==> config.mk <==
export PLATFORM = sky130hd
export DESIGN_NAME = urt_ctrl
export DESIGN_NICKNAME = d
export VERILOG_FILES = /design/src/hdl/urt_pkg.sv /design/src/hdl/urt_ctrl.sv
export SDC_FILE = /design/constraint.sdc
export NUM_CORES = 1
export LEC_CHECK = 0
export BUFFER_PORTS_ARGS = -buffer_cell sky130_fd_sc_hd__buf_4
export CORE_AREA = 5 5 42 44
export DETAILED_ROUTE_END_ITERATION = 7
export DIE_AREA = 0 0 47 49
export HOLD_SLACK_MARGIN = 0.05
export PLACE_DENSITY = 0.39
export SLEW_MARGIN = 15
export SYNTH_ARGS = -nofsm -noshare
export SYNTH_HDL_FRONTEND = slang
export SYNTH_SLANG_ARGS = --single-unit
==> constraint.sdc <==
create_clock -name clk_i -period 1.5 [get_ports clk_i]
set_input_delay 0.075 -clock clk_i [delete_from_list [all_inputs] [get_ports clk_i]]
set_output_delay 0.075 -clock clk_i [all_outputs]
set_load 0.02 [all_outputs]
==> src/hdl/urt_pkg.sv <==
// Shared constants, register indexes and controller/datapath handshake types
// for the ultrasonic range tone controller. No dependencies.
package urt_pkg;

  localparam int TimerWidth = 16;
  localparam int ToneWidth  = 8;
  localparam int StartDelay = 16;

  localparam int WidthW   = 16;
  localparam int PeriodW  = 8;
  localparam int CfgIdxW  = 3;
  localparam int CfgDataW = 16;
  localparam int DivW     = WidthW + PeriodW;
  localparam int DivCntW  = $clog2(DivW);

  localparam logic [CfgIdxW-1:0] RegTrigHigh  = 3'd0;
  localparam logic [CfgIdxW-1:0] RegTrigLow   = 3'd1;
  localparam logic [CfgIdxW-1:0] RegNearLimit = 3'd2;
  localparam logic [CfgIdxW-1:0] RegFarLimit  = 3'd3;
  localparam logic [CfgIdxW-1:0] RegPerNear   = 3'd4;
  localparam logic [CfgIdxW-1:0] RegPerFar    = 3'd5;
  localparam logic [CfgIdxW-1:0] RegPrescale  = 3'd6;

  localparam logic [15:0] TrigHighRst  = 16'd20;
  localparam logic [15:0] TrigLowRst   = 16'd38000;
  localparam logic [15:0] NearLimitRst = 16'd475;
  localparam logic [15:0] FarLimitRst  = 16'd5500;
  localparam logic [7:0]  PerNearRst   = 8'd58;
  localparam logic [7:0]  PerFarRst    = 8'd118;
  localparam logic [7:0]  PrescaleRst  = 8'd8;

  typedef struct packed {
    logic load_in;
    logic range_en;
    logic mul_en;
    logic div_step;
    logic map_en;
    logic tone_en;
  } urt_cmd_t;

  typedef struct packed {
    logic meas_done;
    logic div_last;
  } urt_status_t;

endpackage

==> src/hdl/urt_ctrl.sv <==
// Sequencer of the ultrasonic range tone controller: steps one tick through
// ranging, width mapping (multiply, serial divide) and tone. Depends on urt_pkg.
module urt_ctrl
  import urt_pkg::*;
(
  input  logic        clk_i,
  input  logic        rst_ni,
  input  logic        in_valid_i,
  output logic        in_ready_o,
  output logic        out_valid_o,
  input  logic        out_ready_i,
  input  urt_status_t status_i,
  output urt_cmd_t    cmd_o
);

  localparam logic [2:0] SIdle  = 3'd0;
  localparam logic [2:0] SRange = 3'd1;
  localparam logic [2:0] SMul   = 3'd2;
  localparam logic [2:0] SDiv   = 3'd3;
  localparam logic [2:0] SMap   = 3'd4;
  localparam logic [2:0] STone  = 3'd5;

  logic [2:0] state_q, state_d;
  logic       out_valid_q, out_valid_d;
  logic       slot_free;

  assign slot_free = !out_valid_q || out_ready_i;

  always_comb begin
    state_d = state_q;
    cmd_o   = '0;
    unique case (state_q)
      SIdle: begin
        if (in_valid_i) begin
          cmd_o.load_in = 1'b1;
          state_d       = SRange;
        end
      end
      SRange: begin
        cmd_o.range_en = 1'b1;
        state_d        = status_i.meas_done ? SMul : STone;
      end
      SMul: begin
        cmd_o.mul_en = 1'b1;
        state_d      = SDiv;
      end
      SDiv: begin
        cmd_o.div_step = 1'b1;
        if (status_i.div_last) state_d = SMap;
      end
      SMap: begin
        cmd_o.map_en = 1'b1;
        state_d      = STone;
      end
      STone: begin
        // hold until the output register is free
        if (slot_free) begin
          cmd_o.tone_en = 1'b1;
          state_d       = SIdle;
        end
      end
      default: state_d = SIdle;
    endcase
  end

  always_comb begin
    out_valid_d = out_valid_q;
    if (out_ready_i) out_valid_d = 1'b0;
    if (cmd_o.tone_en) out_valid_d = 1'b1;
  end

  always_ff @(posedge clk_i or negedge rst_ni) begin
    if (!rst_ni) begin
      state_q     <= SIdle;
      out_valid_q <= 1'b0;
    end else begin
      state_q     <= state_d;
      out_valid_q <= out_valid_d;
    end
  end

  assign in_ready_o  = (state_q == SIdle);
  assign out_valid_o = out_valid_q;

endmodule

After elaboration in Yosys (flattened, before gate mapping)

Index checks and enable logic that the tools add are counted.

Output and inout port bits: 8
Logic and storage cells: 30
Flip-flop bits (word level): 4
Input port bits: 6

Reductions and logical operators: 5
Eq/ne operators: 8
Muxes and demuxes: 15

Operator list:

| operator             | number |
|---|---|
| $pmux W3 S6          | 1 |
| $mux W3              | 4 |
| $mux W1              | 10 |
| $eq A3 B2 Y1 const B | 2 |
| $eq A3 B3 Y1 const B | 2 |
| $ne A2 B2 Y1 const B | 3 |
| $eq A3 B1 Y1 const B | 1 |
| $logic_not A3 Y1     | 1 |
| $reduce_and A3 Y1    | 1 |
| $reduce_bool A2 Y1   | 1 |
| $logic_not A1 Y1     | 1 |
| $logic_or A1 B1 Y1   | 1 |

Depth between registers and ports, before layout

Depth after elaboration: 5
Mapped depth: 4
Mapped depth without buffers: 3

Worst setup path after synthesis

Ideal clock, no wire load.

Path type: register -> output
Start: reg state_q[1]
End: out cmd_o[5] in the netlist's numbering
Path buffers: 1
Arrival: 1.335 ns
Setup slack: 0.090 ns
Cell stages (with the launch flop): 4
Data required time: 1.425 ns
Path through: dfrtp_1 buf_6 nor3_1 and2_1

RTL lines:

| item                   | RTL line       | text |
|---|---|---|
| start, declared        | urt_ctrl.sv:23 | `logic [2:0] state_q, state_d;` |
| start signal, assigned | urt_ctrl.sv:74 | `state_q <= SIdle;` |
| start signal, assigned | urt_ctrl.sv:77 | `state_q <= state_d;` |
| end, declared          | urt_ctrl.sv:13 | `output urt_cmd_t cmd_o` |

==> results_dict.tcl <==
set metrics [dict create \
    dp_hpwl_um 560 \
    io_buffer_count 13 \
    finish.instance_area_um2 384 \
    drc 0 \
    core_um2 1400 \
    antenna_found_initial 0 \
    yosysWarnings 0 \
    initialDrtViolationCount 1 \
    max-slew-margin-rel 0.798 \
    cp_top_family "flip-flops" \
    grt_pass1_vias 275 \
    setup_tns_ns 0 \
    slowest_delay_ns 0.44 \
    cts_htree_levels 1 \
    rsz0062_at_grt "false" \
    clock_power_share 0.166 \
    avgRoutedWirePerCell_um 10.8 \
    first_pass_iters 2 \
    clock_insertion_delay_worst_skew_ns 0.24 \
    cp-start-kind "flip-flop" \
    fillers 167 \
    path_clk_slew_ns 0.04 \
    syn_area_per_cell_um2 8.00 \
    syn-num-nets 39 \
    synth_edf_count 0 \
    grt.met2_usage 0.0995 \
    hold_buffers 1 \
    arrival_ns 1.24 \
    seqCellArea_um2 100 \
    via_count 275 \
    placed_cells 59 \
    gp_congestion 0.837 \
    avgViaCountPerCell 4.37 \
    p_sw_mw 0.381 \
    leakagePower_nw 0.191 \
    cts_tree "done" \
    period_needed_ns 1.31 \
    ant_nets 0 \
    path_class "flip-flop to primary output" \
    cts_buffers 3 \
    cp_cell_sequence "nor3_1 -> and2_1 -> buf_4" \
    place_ws_ns 0.271 \
    cp-end-kind "primary output" \
    die_h_um 49 \
    ios 14 \
    gr-usage-met3 0.0406 \
    slowest_stage "dfrtp_1" \
    hp-class "primary input to flip-flop" \
    async_flop_share 1.00 \
    clock-root-buffer "clkbuf_4" \
    fin_util 0.274 \
    timing.fmax_mhz 762 \
    cts_buffer_depth 2 \
    synth_seq_cells 4 \
    syn_area_um2 264 \
    p_seq_frac 0.291 \
    cts_sinks 4 \
    grt_usage 0.0797 \
    multi_input_area_um2 130 \
    finalHoldViolations 0 \
    drv_slew 0 \
    tightest_slew_ns 0.304 \
    finClkSkew_ns 0.00615 \
    syn_to_final_growth_pct 45.5 \
    cp.buffers_inverters 1 \
    post-route-period-util 0.875 \
    p_int_mw 0.451 \
    synthTopCellsByArea "dfrtp_1 (38%), buf_6 (8.5%), nand2b_1 (7.1%), nor2_1 (7.1%), a21oi_1 (5.7%)" \
    ys_types 17 \
    use_met1 0.0817 \
    die_width_um 47 \
    drv_cap 0 \
    die_area_um2 2300 \
    grt_overflow_total 0 \
    yosys.area.top_type "dfrtp_1" \
    post_cts_buffers 0 \
    power.total_mw 0.831 \
    drive_above_1_share 0.362 \
    seq_area_frac_synth 0.379 \
    cts_resized 0 \
    yosys.area.top_type_share 0.379 \
    nets 55 \
    p_comb_frac 0.543 \
    grt_pass1_wl_um 1180 \
    synthFlopType "dfrtp_1" \
    diodes 0 \
    place_area_um2 352 \
    ir_drop_uv 645 \
    outcome "complete, no violations" \
    fp-row-count 14 \
    swShare 0.458 \
    setup_viol_count_final 0 \
    top_usage_layer "met2" \
    fin_ws_ns 0.187 \
    powerDensity_nw_per_um2 2160 \
    synthCells 33 \
    cp_max_fo 7 \
    worstPathRequired_ns 1.42 \
    routed_wl_um 678 \
    layout.cells.non_filler 63 \
    grt_max_degree 11 \
    start_util 0.188 \
    fin_hold_ws_ns 0.142 \
]
cells in the mapped netlist (2+ instances only):
master / instances
a21oi_1: 3
nand2_1: 4
nor3_1: 2
dfrtp_1: 4
buf_6: 2
nand2b_1: 3
nor2_1: 5
layout make-up:
| type | instances | share of cell area |
|---|---|---|
| clock buffer | 3 | 0.0586 |
| inverter | 1 | 0.00977 |
| multi-input combinational | 25 | 0.339 |
| sequential | 4 | 0.261 |
| tap | 16 | 0.0521 |
| timing repair buffer | 14 | 0.280 |
worst register-to-register path: stages, from the launching register on:
cell and delay, ns:
dfrtp_1 0.46, nand2b_1 0.20, a21oi_1 0.07, or3_1 0.39
layer usage:
layer  share of wire  wire, µm
met5               0         0
met4           0.056        38
met3           0.091        62
met2            0.48       323
met1            0.37       254
placed cells by master (no fill, tap or decap), drive strengths merged:
master and n:
nand2b 3, dfrtp 4, and2 1, o21bai 1, nand2 4, nor2 5
nor3 2, dlygate4sd3 1, or3 1, nor4 1, a31o 1, inv 1
buf 13, clkbuf 3, o21ai 1, or2 2, a21oi 3
power by group through the flow:
stage / logic [mW] / registers, mW / clock network [mW]
finish: 0.451 / 0.242 / 0.138
global route: 0.493 / 0.259 / 0.150
CTS: 0.460 / 0.241 / 0.143
detailed placement: 0.456 / 0.243 / 0
global placement: 0.458 / 0.242 / 0
floorplan: 0.365 / 0.203 / 0
registers in the layout, summed over array words and instances, names as in the netlist:
register	cells
state_q	3
out_valid_o	1
path summary, 6_finish.rpt:
check / startpoint / to / slack (ns) / cells after the start
worst min-delay path: status_i[0] / state_q[1]$_DFFE_PN0P_ / 0.14 / 4
min in group asynchronous: rst_ni / out_valid_o$_DFFE_PN0P_ / 0.17 / 2
worst max-delay path: state_q[2]$_DFFE_PN0P_ / cmd_o[5] / 0.19 / 3
max in group asynchronous: rst_ni / state_q[0]$_DFFE_PN0P_ / 1.22 / 2
worst max register to register: state_q[1]$_DFFE_PN0P_ / state_q[2]$_DFFE_PN0P_ / 0.27 / 3
worst min register to register: out_valid_o$_DFFE_PN0P_ / out_valid_o$_DFFE_PN0P_ / 0.54 / 2
kinds of logic after synthesis:
logic type,Yosys count,synth area share
AO/OA/AOI/OAI,6,0.137
AND/OR/NAND/NOR,19,0.356
buffers and inverters,4,0.128
flip-flops,4,0.379
No activity file was read; power rests on OpenSTA's default activity.
