==> src/hdl/urt_pkg.sv <==
// Shared constants, register indexes and controller/datapath handshake types
// for the ultrasonic range tone controller. No dependencies.
package urt_pkg;

  localparam int TimerWidth = 16;
  localparam int ToneWidth  = 8;
  localparam int StartDelay = 16;

  localparam int WidthW   = 16;
  localparam int PeriodW  = 8;
  localparam int CfgIdxW  = 3;
  localparam int CfgDataW = 16;
  localparam int DivW     = WidthW + PeriodW;
  localparam int DivCntW  = $clog2(DivW);

  localparam logic [CfgIdxW-1:0] RegTrigHigh  = 3'd0;
  localparam logic [CfgIdxW-1:0] RegTrigLow   = 3'd1;
  localparam logic [CfgIdxW-1:0] RegNearLimit = 3'd2;
  localparam logic [CfgIdxW-1:0] RegFarLimit  = 3'd3;
  localparam logic [CfgIdxW-1:0] RegPerNear   = 3'd4;
  localparam logic [CfgIdxW-1:0] RegPerFar    = 3'd5;
  localparam logic [CfgIdxW-1:0] RegPrescale  = 3'd6;

  localparam logic [15:0] TrigHighRst  = 16'd20;
  localparam logic [15:0] TrigLowRst   = 16'd38000;
  localparam logic [15:0] NearLimitRst = 16'd475;
  localparam logic [15:0] FarLimitRst  = 16'd5500;
  localparam logic [7:0]  PerNearRst   = 8'd58;
  localparam logic [7:0]  PerFarRst    = 8'd118;
  localparam logic [7:0]  PrescaleRst  = 8'd8;

  typedef struct packed {
    logic load_in;
    logic range_en;
    logic mul_en;
    logic div_step;
    logic map_en;
    logic tone_en;
  } urt_cmd_t;

  typedef struct packed {
    logic meas_done;
    logic div_last;
  } urt_status_t;

endpackage

==> src/hdl/urt_datapath.sv <==
// Datapath of the ultrasonic range tone controller: configuration registers,
// ranging counters, width-to-period mapping with a restoring divider, tone
// generator and output register. Depends on urt_pkg.
module urt_datapath
  import urt_pkg::*;
(
  input  logic                clk_i,
  input  logic                rst_ni,
  input  logic                cfg_we_i,
  input  logic [CfgIdxW-1:0]  cfg_idx_i,
  input  logic [CfgDataW-1:0] cfg_wdata_i,
  input  logic                echo_level_i,
  input  urt_cmd_t            cmd_i,
  output urt_status_t         status_o,
  output logic                trigger_level_o,
  output logic                tone_level_o,
  output logic [WidthW-1:0]   echo_width_o,
  output logic                width_valid_o,
  output logic [PeriodW-1:0]  tone_period_o
);

  localparam logic [1:0] PhStart   = 2'd0;
  localparam logic [1:0] PhHigh    = 2'd1;
  localparam logic [1:0] PhWait    = 2'd2;
  localparam logic [1:0] PhMeasure = 2'd3;

  localparam int CmpW = TimerWidth + 1;

  // configuration
  logic [15:0] high_q, low_q, near_q, far_q;
  logic [7:0]  pnear_q, pfar_q, pre_q;

  always_ff @(posedge clk_i or negedge rst_ni) begin
    if (!rst_ni) begin
      high_q  <= TrigHighRst;
      low_q   <= TrigLowRst;
      near_q  <= NearLimitRst;
      far_q   <= FarLimitRst;
      pnear_q <= PerNearRst;
      pfar_q  <= PerFarRst;
      pre_q   <= PrescaleRst;
    end else if (cfg_we_i) begin
      unique case (cfg_idx_i)
        RegTrigHigh:  high_q  <= cfg_wdata_i;
        RegTrigLow:   low_q   <= cfg_wdata_i;
        RegNearLimit: near_q  <= cfg_wdata_i;
        RegFarLimit:  far_q   <= cfg_wdata_i;
        RegPerNear:   pnear_q <= cfg_wdata_i[7:0];
        RegPerFar:    pfar_q  <= cfg_wdata_i[7:0];
        RegPrescale:  pre_q   <= cfg_wdata_i[7:0];
        default: ;
      endcase
    end
  end

  // ranging state
  logic [1:0]            phase_q, phase_d;
  logic [TimerWidth-1:0] tick_q, tick_d, tick_inc;
  logic                  echo_q, echo_prev_q, echo_prev_d;
  logic [WidthW-1:0]     width_q, width_d, width_sat;
  logic                  wvalid_q, wvalid_d;
  logic                  rise;

  // mapping operands
  logic [WidthW-1:0]  off_q, off_d, span_q, span_d, w_clamp;
  logic [PeriodW-1:0] diff_q, diff_d;
  logic               dec_q, dec_d, nomap_q, nomap_d;

  // divider
  logic [DivW-1:0]    quo_q, quo_d;
  logic [WidthW-1:0]  rem_q, rem_d;
  logic [DivCntW-1:0] cnt_q, cnt_d;
  logic [WidthW:0]    rem_sh;
  logic [WidthW+1:0]  rem_sub;

  // tone
  logic [ToneWidth-1:0] cmp_q, cmp_d, tcnt_q, tcnt_d;
  logic [7:0]           pres_q, pres_d, pres_inc;
  logic                 pin_q, pin_d;
  logic [PeriodW-1:0]   quo_lo;

  assign tick_inc  = (tick_q == '1) ? tick_q : tick_q + 1'b1;
  assign rise      = echo_q && !echo_prev_q;
  assign width_sat = (CmpW'(tick_q) > CmpW'(17'h0FFFF)) ? 16'hFFFF : 16'(tick_q);
  assign w_clamp   = (width_sat < near_q) ? near_q :
                     (width_sat > far_q)  ? far_q  : width_sat;

  assign status_o.meas_done = (phase_q == PhMeasure) && !echo_q;
  assign status_o.div_last  = (cnt_q == DivCntW'(DivW - 1));

  always_comb begin
    phase_d     = phase_q;
    tick_d      = tick_q;
    echo_prev_d = echo_prev_q;
    width_d     = width_q;
    wvalid_d    = wvalid_q;
    off_d       = off_q;
    span_d      = span_q;
    diff_d      = diff_q;
    dec_d       = dec_q;
    nomap_d     = nomap_q;
    if (cmd_i.load_in) wvalid_d = 1'b0;
    if (cmd_i.range_en) begin
      echo_prev_d = echo_q;
      unique case (phase_q)
        PhStart: begin
          tick_d = tick_inc;
          if (CmpW'(tick_inc) >= CmpW'(StartDelay)) begin
            phase_d = PhHigh;
            tick_d  = '0;
          end
        end
        PhHigh: begin
          tick_d = tick_inc;
          if (CmpW'(tick_inc) >= CmpW'(high_q)) begin
            phase_d = PhWait;
            tick_d  = '0;
          end
        end
        PhWait: begin
          tick_d = tick_inc;
          if (rise) begin
            phase_d = PhMeasure;
            tick_d  = TimerWidth'(1);
          end else if (CmpW'(tick_inc) >= CmpW'(low_q)) begin
            phase_d = PhHigh;
            tick_d  = '0;
          end
        end
        PhMeasure: begin
          if (!echo_q) begin
            width_d  = width_sat;
            wvalid_d = 1'b1;
            phase_d  = PhStart;
            tick_d   = '0;
            off_d    = w_clamp - near_q;
            span_d   = far_q - near_q;
            dec_d    = pfar_q < pnear_q;
            diff_d   = (pfar_q < pnear_q) ? pnear_q - pfar_q : pfar_q - pnear_q;
            nomap_d  = far_q <= near_q;
          end else begin
            tick_d = tick_inc;
            // drop an echo that outlasts the timeout
            if (CmpW'(tick_inc) >= CmpW'(low_q)) begin
              phase_d = PhHigh;
              tick_d  = '0;
            end
          end
        end
        default: phase_d = PhStart;
      endcase
    end
  end

  // restoring divide of off * diff by span, one quotient bit per step
  assign rem_sh  = {rem_q, quo_q[DivW-1]};
  assign rem_sub = {1'b0, rem_sh} - {2'b00, span_q};
  assign quo_lo  = quo_q[PeriodW-1:0];

  always_comb begin
    quo_d = quo_q;
    rem_d = rem_q;
    cnt_d = cnt_q;
    if (cmd_i.mul_en) begin
      quo_d = DivW'(off_q) * DivW'(diff_q);
      rem_d = '0;
      cnt_d = '0;
    end else if (cmd_i.div_step) begin
      cnt_d = cnt_q + 1'b1;
      if (!rem_sub[WidthW+1]) begin
        rem_d = rem_sub[WidthW-1:0];
        quo_d = {quo_q[DivW-2:0], 1'b1};
      end else begin
        rem_d = rem_sh[WidthW-1:0];
        quo_d = {quo_q[DivW-2:0], 1'b0};
      end
    end
  end

  assign pres_inc = (pres_q == 8'hFF) ? pres_q : pres_q + 8'd1;

  always_comb begin
    cmp_d  = cmp_q;
    tcnt_d = tcnt_q;
    pres_d = pres_q;
    pin_d  = pin_q;
    if (cmd_i.map_en) begin
      if (nomap_q)    cmp_d = ToneWidth'(pnear_q);
      else if (dec_q) cmp_d = ToneWidth'(pnear_q - quo_lo);
      else            cmp_d = ToneWidth'(pnear_q + quo_lo);
    end
    if (cmd_i.tone_en) begin
      pres_d = pres_inc;
      if (pres_inc >= pre_q) begin
        pres_d = '0;
        if (tcnt_q >= cmp_q) begin
          tcnt_d = '0;
          pin_d  = !pin_q;
        end else begin
          tcnt_d = tcnt_q + 1'b1;
        end
      end
    end
  end

  always_ff @(posedge clk_i or negedge rst_ni) begin
    if (!rst_ni) begin
      phase_q     <= PhStart;
      tick_q      <= '0;
      echo_prev_q <= 1'b0;
      width_q     <= '0;
      wvalid_q    <= 1'b0;
      cmp_q       <= ToneWidth'(PerFarRst);
      tcnt_q      <= '0;
      pres_q      <= '0;
      pin_q       <= 1'b0;
      cnt_q       <= '0;
    end else begin
      phase_q     <= phase_d;
      tick_q      <= tick_d;
      echo_prev_q <= echo_prev_d;
      width_q     <= width_d;
      wvalid_q    <= wvalid_d;
      cmp_q       <= cmp_d;
      tcnt_q      <= tcnt_d;
      pres_q      <= pres_d;
      pin_q       <= pin_d;
      cnt_q       <= cnt_d;
    end
  end

  always_ff @(posedge clk_i) begin
    if (cmd_i.load_in) echo_q <= echo_level_i;
    off_q   <= off_d;
    span_q  <= span_d;
    diff_q  <= diff_d;
    dec_q   <= dec_d;
    nomap_q <= nomap_d;
    quo_q   <= quo_d;
    rem_q   <= rem_d;
    if (cmd_i.tone_en) begin
      trigger_level_o <= (phase_q == PhHigh);
      tone_level_o    <= pin_d;
      echo_width_o    <= width_q;
      width_valid_o   <= wvalid_q;
      tone_period_o   <= cmp_d[PeriodW-1:0];
    end
  end

endmodule

==> config.mk <==
export PLATFORM = sky130hd
export DESIGN_NAME = urt_datapath
export DESIGN_NICKNAME = d
export VERILOG_FILES = /design/src/hdl/urt_pkg.sv /design/src/hdl/urt_datapath.sv
export SDC_FILE = /design/constraint.sdc
export NUM_CORES = 1
export LEC_CHECK = 0
export BUFFER_PORTS_ARGS = -buffer_cell sky130_fd_sc_hd__buf_4
export CAP_MARGIN = 40
export CORE_ASPECT_RATIO = 1.4
export CORE_MARGIN = 1
export CORE_UTILIZATION = 40
export CTS_CLUSTER_DIAMETER = 50
export CTS_CLUSTER_SIZE = 25
export DETAILED_ROUTE_END_ITERATION = 7
export SLEW_MARGIN = 10
export SYNTH_ARGS = -nofsm -noshare
export SYNTH_HDL_FRONTEND = slang
export SYNTH_SLANG_ARGS = --single-unit
==> constraint.sdc <==
create_clock -name clk_i -period 10.9 [get_ports clk_i]
set_clock_uncertainty 0.1 [all_clocks]
set_input_delay 0.545 -clock clk_i [delete_from_list [all_inputs] [get_ports clk_i]]
set_output_delay 0.545 -clock clk_i [all_outputs]
set_load 0.02 [all_outputs]
## Word level (Yosys, flattened, before mapping)

Index checks and enable logic that the tools add are counted.

- Register bits: 264
- Bits of input ports: 29
- Output and inout port bits: 29

- Add/subtract/negate cells: 11
- $mul: 1
- Order comparisons: 9
- Equal/unequal tests: 14
- Muxes and demuxes: 35
- Bitwise operators: 1
- Reduce and logical (&&, ||, !) cells: 18

Operators by type and width:

| kind | count |
|---|---|
| 16-bit 2-to-1 mux | 9 |
| 16-bit case mux with 4 select lines | 1 |
| 8-bit 2-to-1 mux | 7 |
| 24-bit 2-to-1 mux | 2 |
| 16-bit >= comparator | 2 |
| 16-bit subtractor | 2 |
| 16-bit by 8-bit multiplier with 24-bit output | 1 |
| 8-bit subtractor | 3 |
| 17-bit by 16-bit subtractor with 18-bit output | 1 |
| 16-bit by 1-bit adder with 16-bit output (second input constant) | 1 |
| 8-bit by 1-bit adder with 8-bit output (second input constant) | 2 |
| 16-bit equality test (second input constant) | 1 |
| 16-bit by 5-bit >= comparator with 1-bit output (second input constant) | 1 |
| 8-bit >= comparator | 2 |
| 16-bit > comparator | 1 |
| 16-bit less-or-equal comparator | 1 |
| 16-bit < comparator | 1 |
| 2-bit AND reduction | 8 |
| 2-bit 2-to-1 mux | 5 |
| 5-bit 2-to-1 mux | 2 |
| 3-bit equality test (second input constant) | 3 |
| 8-bit adder | 1 |
| 8-bit equality test (second input constant) | 1 |
| 8-bit < comparator | 1 |
| other kinds (16) | 30 |

## Logic depth before layout (Yosys ltp)

- Depth after elaboration: 6
- Depth in mapped cells: 24
- Gate-level depth less buffers: 23

## Worst setup path before layout

OpenSTA, ideal clock, no wires.

- Path kind: reg2reg
- From: register diff_q[7]
- To: register quo_q[23] (data pin)
- Setup time: 0.255 ns
- Data arrival time: 4.862 ns
- Required time: 10.545 ns
- Path slack: 5.683 ns
- Stages on the path, launching flop included: 19
- Buffers on the path: 1
- Period minus slack after synthesis: 5.217 ns
- Cells stage by stage: edfxtp_1 clkbuf_1 and2_1 fa_1 fa_1 fa_1 inv_1 fa_1 inv_1 ha_1 or2_2 nand2_1 a31oi_1 o22ai_1 o21ai_1 a41oi_1 a21oi_1 or3_1 a31o_1

- Longest elaborated chain between the ends: 2

Ends and longest elaborated chain:

| item | RTL line | RTL |
|---|---|---|
| start, declared | urt_datapath.sv:66 | `logic [PeriodW-1:0] diff_q, diff_d;` |
| start signal, assigned | urt_datapath.sv:236 | `diff_q <= diff_d;` |
| 16-bit by 8-bit multiplier with 24-bit output | urt_datapath.sv:165 | `quo_d = DivW'(off_q) * DivW'(diff_q);` |
| 24-bit 2-to-1 mux | urt_datapath.sv:164 | `if (cmd_i.mul_en) begin` |
| via quo_d[23] | urt_datapath.sv:70 | `logic [DivW-1:0] quo_q, quo_d;` |
| end signal, assigned | urt_datapath.sv:239 | `quo_q <= quo_d;` |
| end, declared | urt_datapath.sv:70 |  |

The timed path passes the listed nets, and every way through them passes these cells.
A chain may end at the register's enable or synchronous reset.

## Final worst setup path

Ends and elaborated chain as after synthesis.

==> impl_metrics.csv <==
group,metric,value,unit
drt,dr_total_vias,13990,
final_layout,design_area,0.02214,sq mm
worst_hold_path,holdCritPathClass,"in2reg",
final_layout,drive_gt1_frac,0.1311,
sta,rsz0062_at_grt,"false",
clock_network,cts_inserted_buffers,31,
clock_network,cts-root-buf,"clkbuf_16",
global_routing,antenna_found_initial,0,
sta,max_freq,176.1,MHz
pwr,p_comb_frac,0.497,
setup_path,cp-start-kind,"flop",
die,fp.coreArea,0.04901,sq mm
global_routing,grt_pass1_vias,14500,
placed_design,numPortBuffers,57,
drt,drt_first_pass_iters,4,
yosys,yosys.area.top_type_share,0.1459,
drt,wirelength,44070,microns
global_routing,grt_overflow,0,
global_routing,top_usage_layer,"met2",
clock_network,h-tree-depth,1,
clock_network,cts_num_sinks,264,
pwr,leakage,10.10,nW
yosys,syn_area,0.01990,sq mm
sta,fin_setup_tns,0,ns
clock_network,insertion_delay,0.59,ns
yosys,synth_flop_cell,"dfrtp_1",
yosys,syn_area_per_cell,9.908,sq um
worst_hold_path,min_from,"echo_level_i",
pwr,p_int,0.003184,W
placed_design,dpl-instance-area,0.02098,sq mm
yosys,synth_largest_area_cell,"dfrtp_1",
sta,setup_viol_count_final,0,
pwr,clockPowerShare,0.215,
pwr,ir_drop,0.0001302,V
sta,relSlewSlack,0.4156,
global_routing,met3_usage,0.02028,
yosys,synthArstFlopShare,0.5833,
setup_path,reg2reg_from,"diff_q[7]$_DFFE_PP_",
setup_path,critPathCaptureType,"flop",
yosys,synth_cells,2008,
placed_design,dp_slack,5.184,ns
pwr,pwr-share-seq,0.288,
yosys,synthTopCellsByArea,"dfrtp_1 (15%), edfxtp_1 (14%), ha_1 (12%), fa_1 (9.1%), dfstp_2 (5.0%)",
sta,setup_slack,5.222,ns
final_layout,antennaDiodeCount,0,
yosys,yosysSeqAreaShare,0.3541,
sta,final-hold-violation-count,0,
final_layout,layout_commonest_cell,"inv_1",
pwr,switchingPower,0.002079,W
setup_path,critPathKind,"reg2reg",
sta,tightest_slew,0.8766,ns
clock_network,post-cts-setup-buffer-count,0,
die,die_area,0.05065,sq mm
setup_path,required,11.14,ns
status,outcome,"finished, final reports clean",
placed_design,gp_congestion,0.8810,
setup_path,worstPathMaxFanout,16,
die,io_pins,58,
final_layout,nets,2366,
yosys,yosys.cell_types.count,83,
die,die_w,190.5,microns
drt,ant_nets,0,
placed_design,hpwl,33620,microns
global_routing,track_usage,0.1790,
clock_network,cts_max_path_buffers,3,
clock_network,clk_pin_slew,0.07,ns
die,die_y,265.9,microns
global_routing,grt_max_degree,82,
sta,period_minus_slack,5.678,ns
final_layout,nFillCells,4697,
final_layout,synthToLayoutAreaGrowth,11.28,%
yosys,syn-num-nets,2324,
global_routing,use_met1,0.2102,
run,drv_cap,0,
global_routing,use_met2,0.3230,
pwr,sw_frac_of_total,0.3951,
yosys,yosysWarnings,0,
die,initial_utilization,0.4060,
sta,slew_viol_final,0,
sta,hold_ws,0.03432,ns
drt,drc_errors,0,
final_layout,final_cell_mix,"inv_1 (262), ha_1 (197), nand2_1 (176)",
pwr,p_per_area,237.7,mW/mm^2
clock_network,cts_tree,"yes",
die,rows,96,
setup_path,crit_path_start,"diff_q[7]$_DFFE_PP_",
sta,finalCritPeriodShare,0.5210,
drt,wire_per_inst,16.26,microns
yosys,synth_edf_count,94,
drt,vias_per_cell,5.161,
drt,drtIter0Drc,481,
setup_path,crit_arrival,5.91,ns
yosys,synth-seq-cells,264,
global_routing,grt_pass1_wl,73380,microns
==> cell families (layout without fill, tap and decap cells) <==
kind of cell	Yosys count	in the layout	share of synthesized area
buffers and inverters	323	389	0.06352
flip-flops	264	264	0.3541
AO/OA/AOI/OAI	397	397	0.1292
XOR/XNOR	95	95	0.04182
multiplexers	109	109	0.05918
AND/OR/NAND/NOR	533	533	0.1378
adder cells (fa/ha/maj)	287	287	0.2145
==> power groups by stage <==
stage / registers (W) / clock network (W) / logic [W]
final: 0.00151 / 0.00113 / 0.00262
after floorplan: 0.00148 / 0 / 0.00208
after detailed placement: 0.00153 / 0 / 0.00263
after CTS: 0.00152 / 0.00117 / 0.00265
after global placement: 0.00153 / 0 / 0.00255
after global routing: 0.00154 / 0.00121 / 0.00299
==> sequential cells by signal, summed over array words and instances (netlist names), 16 cells and up <==
signal,cells
tick_q,16
span_q,16
low_q,16
near_q,16
far_q,16
rem_q,16
width_q,16
high_q,16
off_q,16
quo_q,24
echo_width_o,16
==> synth_stat cells (43+ instances only) <==
cell type    n
inv_1      262
ha_1       197
nand2_1    176
o21ai_0    136
dfrtp_1    116
and2_1     109
edfxtp_1    94
fa_1        90
nor2_1      82
a21oi_1     74
xnor2_1     68
mux2_2      65
clkbuf_1    47
mux2i_1     43
==> repair_timing <==
| action | in CTS | in global routing |
|---|---|---|
| resized for setup | 0 | 0 |
| hold buffers | 1 | 0 |
| hold endpoints to repair | 59 | 0 |
==> worst max-delay path, cell delays in order (launching register included) <==
cell and delay (ns):
edfxtp_1 0.58, and2_1 0.25, fa_1 0.50, fa_1 0.52, fa_1 0.55, inv_1 0.06, fa_1 0.53, inv_1 0.04
ha_1 0.31, or2_2 0.31, nand2_1 0.08, a31oi_1 0.06, o22ai_1 0.44, o21ai_1 0.18, a41oi_1 0.28, a21oi_1 0.11
or3_1 0.34, a31o_1 0.23
==> area by class of cell <==
class / count / area, sq um / share of cell area
Timing Repair Buffer: 70 / 564.3 / 0.02549
Multi-Input combinational cell: 1421 / 11600 / 0.5241
Inverter: 262 / 983.4 / 0.04442
Sequential cell: 264 / 7044 / 0.3182
Tap cell: 637 / 797.0 / 0.03600
Clock inverter: 19 / 310.3 / 0.01402
Clock buffer: 38 / 837.1 / 0.03781
==> worst paths after layout <==
path / endpoint / slack (ns) / cells past startpoint
max in group asynchronous: near_q[8]$_DFFE_PN1P_ / 8.98 / 4
hold / removal: echo_q$_DFFE_PP_ / 0.03 / 1
setup reg to reg: quo_q[23]$_DFFE_PP_ / 5.22 / 17
hold reg to reg: echo_width_o[6]$_DFFE_PP_ / 0.33 / 0
setup / recovery: quo_q[23]$_DFFE_PP_ / 5.22 / 17
min in group asynchronous: cmp_q[7]$_DFF_PN0_ / 0.51 / 2
==> per-layer routing <==
| layer | vias to the layer above | share of wire |
|---|---|---|
| met3 | 82 | 0.028 |
| li1 | 6933 | - |
| met1 | 6764 | 0.42 |
| met5 | - | 0 |
| met4 | 0 | 0.043 |
| met2 | 212 | 0.51 |
==> through the flow <==
| step | util | power (W) | std cells |
|---|---|---|---|
| 2_1_floorplan | - | 0.003561 | 2008 |
| 3_3_place_gp | 0.4267 | 0.004081 | 2648 |
| 3_5_place_dp | 0.4281 | 0.004165 | 2653 |
| 4_1_cts | 0.4517 | 0.005333 | 2711 |
| 5_1_grt | 0.4517 | 0.005740 | 2711 |
| 6_report | 0.4517 | 0.005263 | 2711 |
No activity file was read; power rests on OpenSTA's default activity.
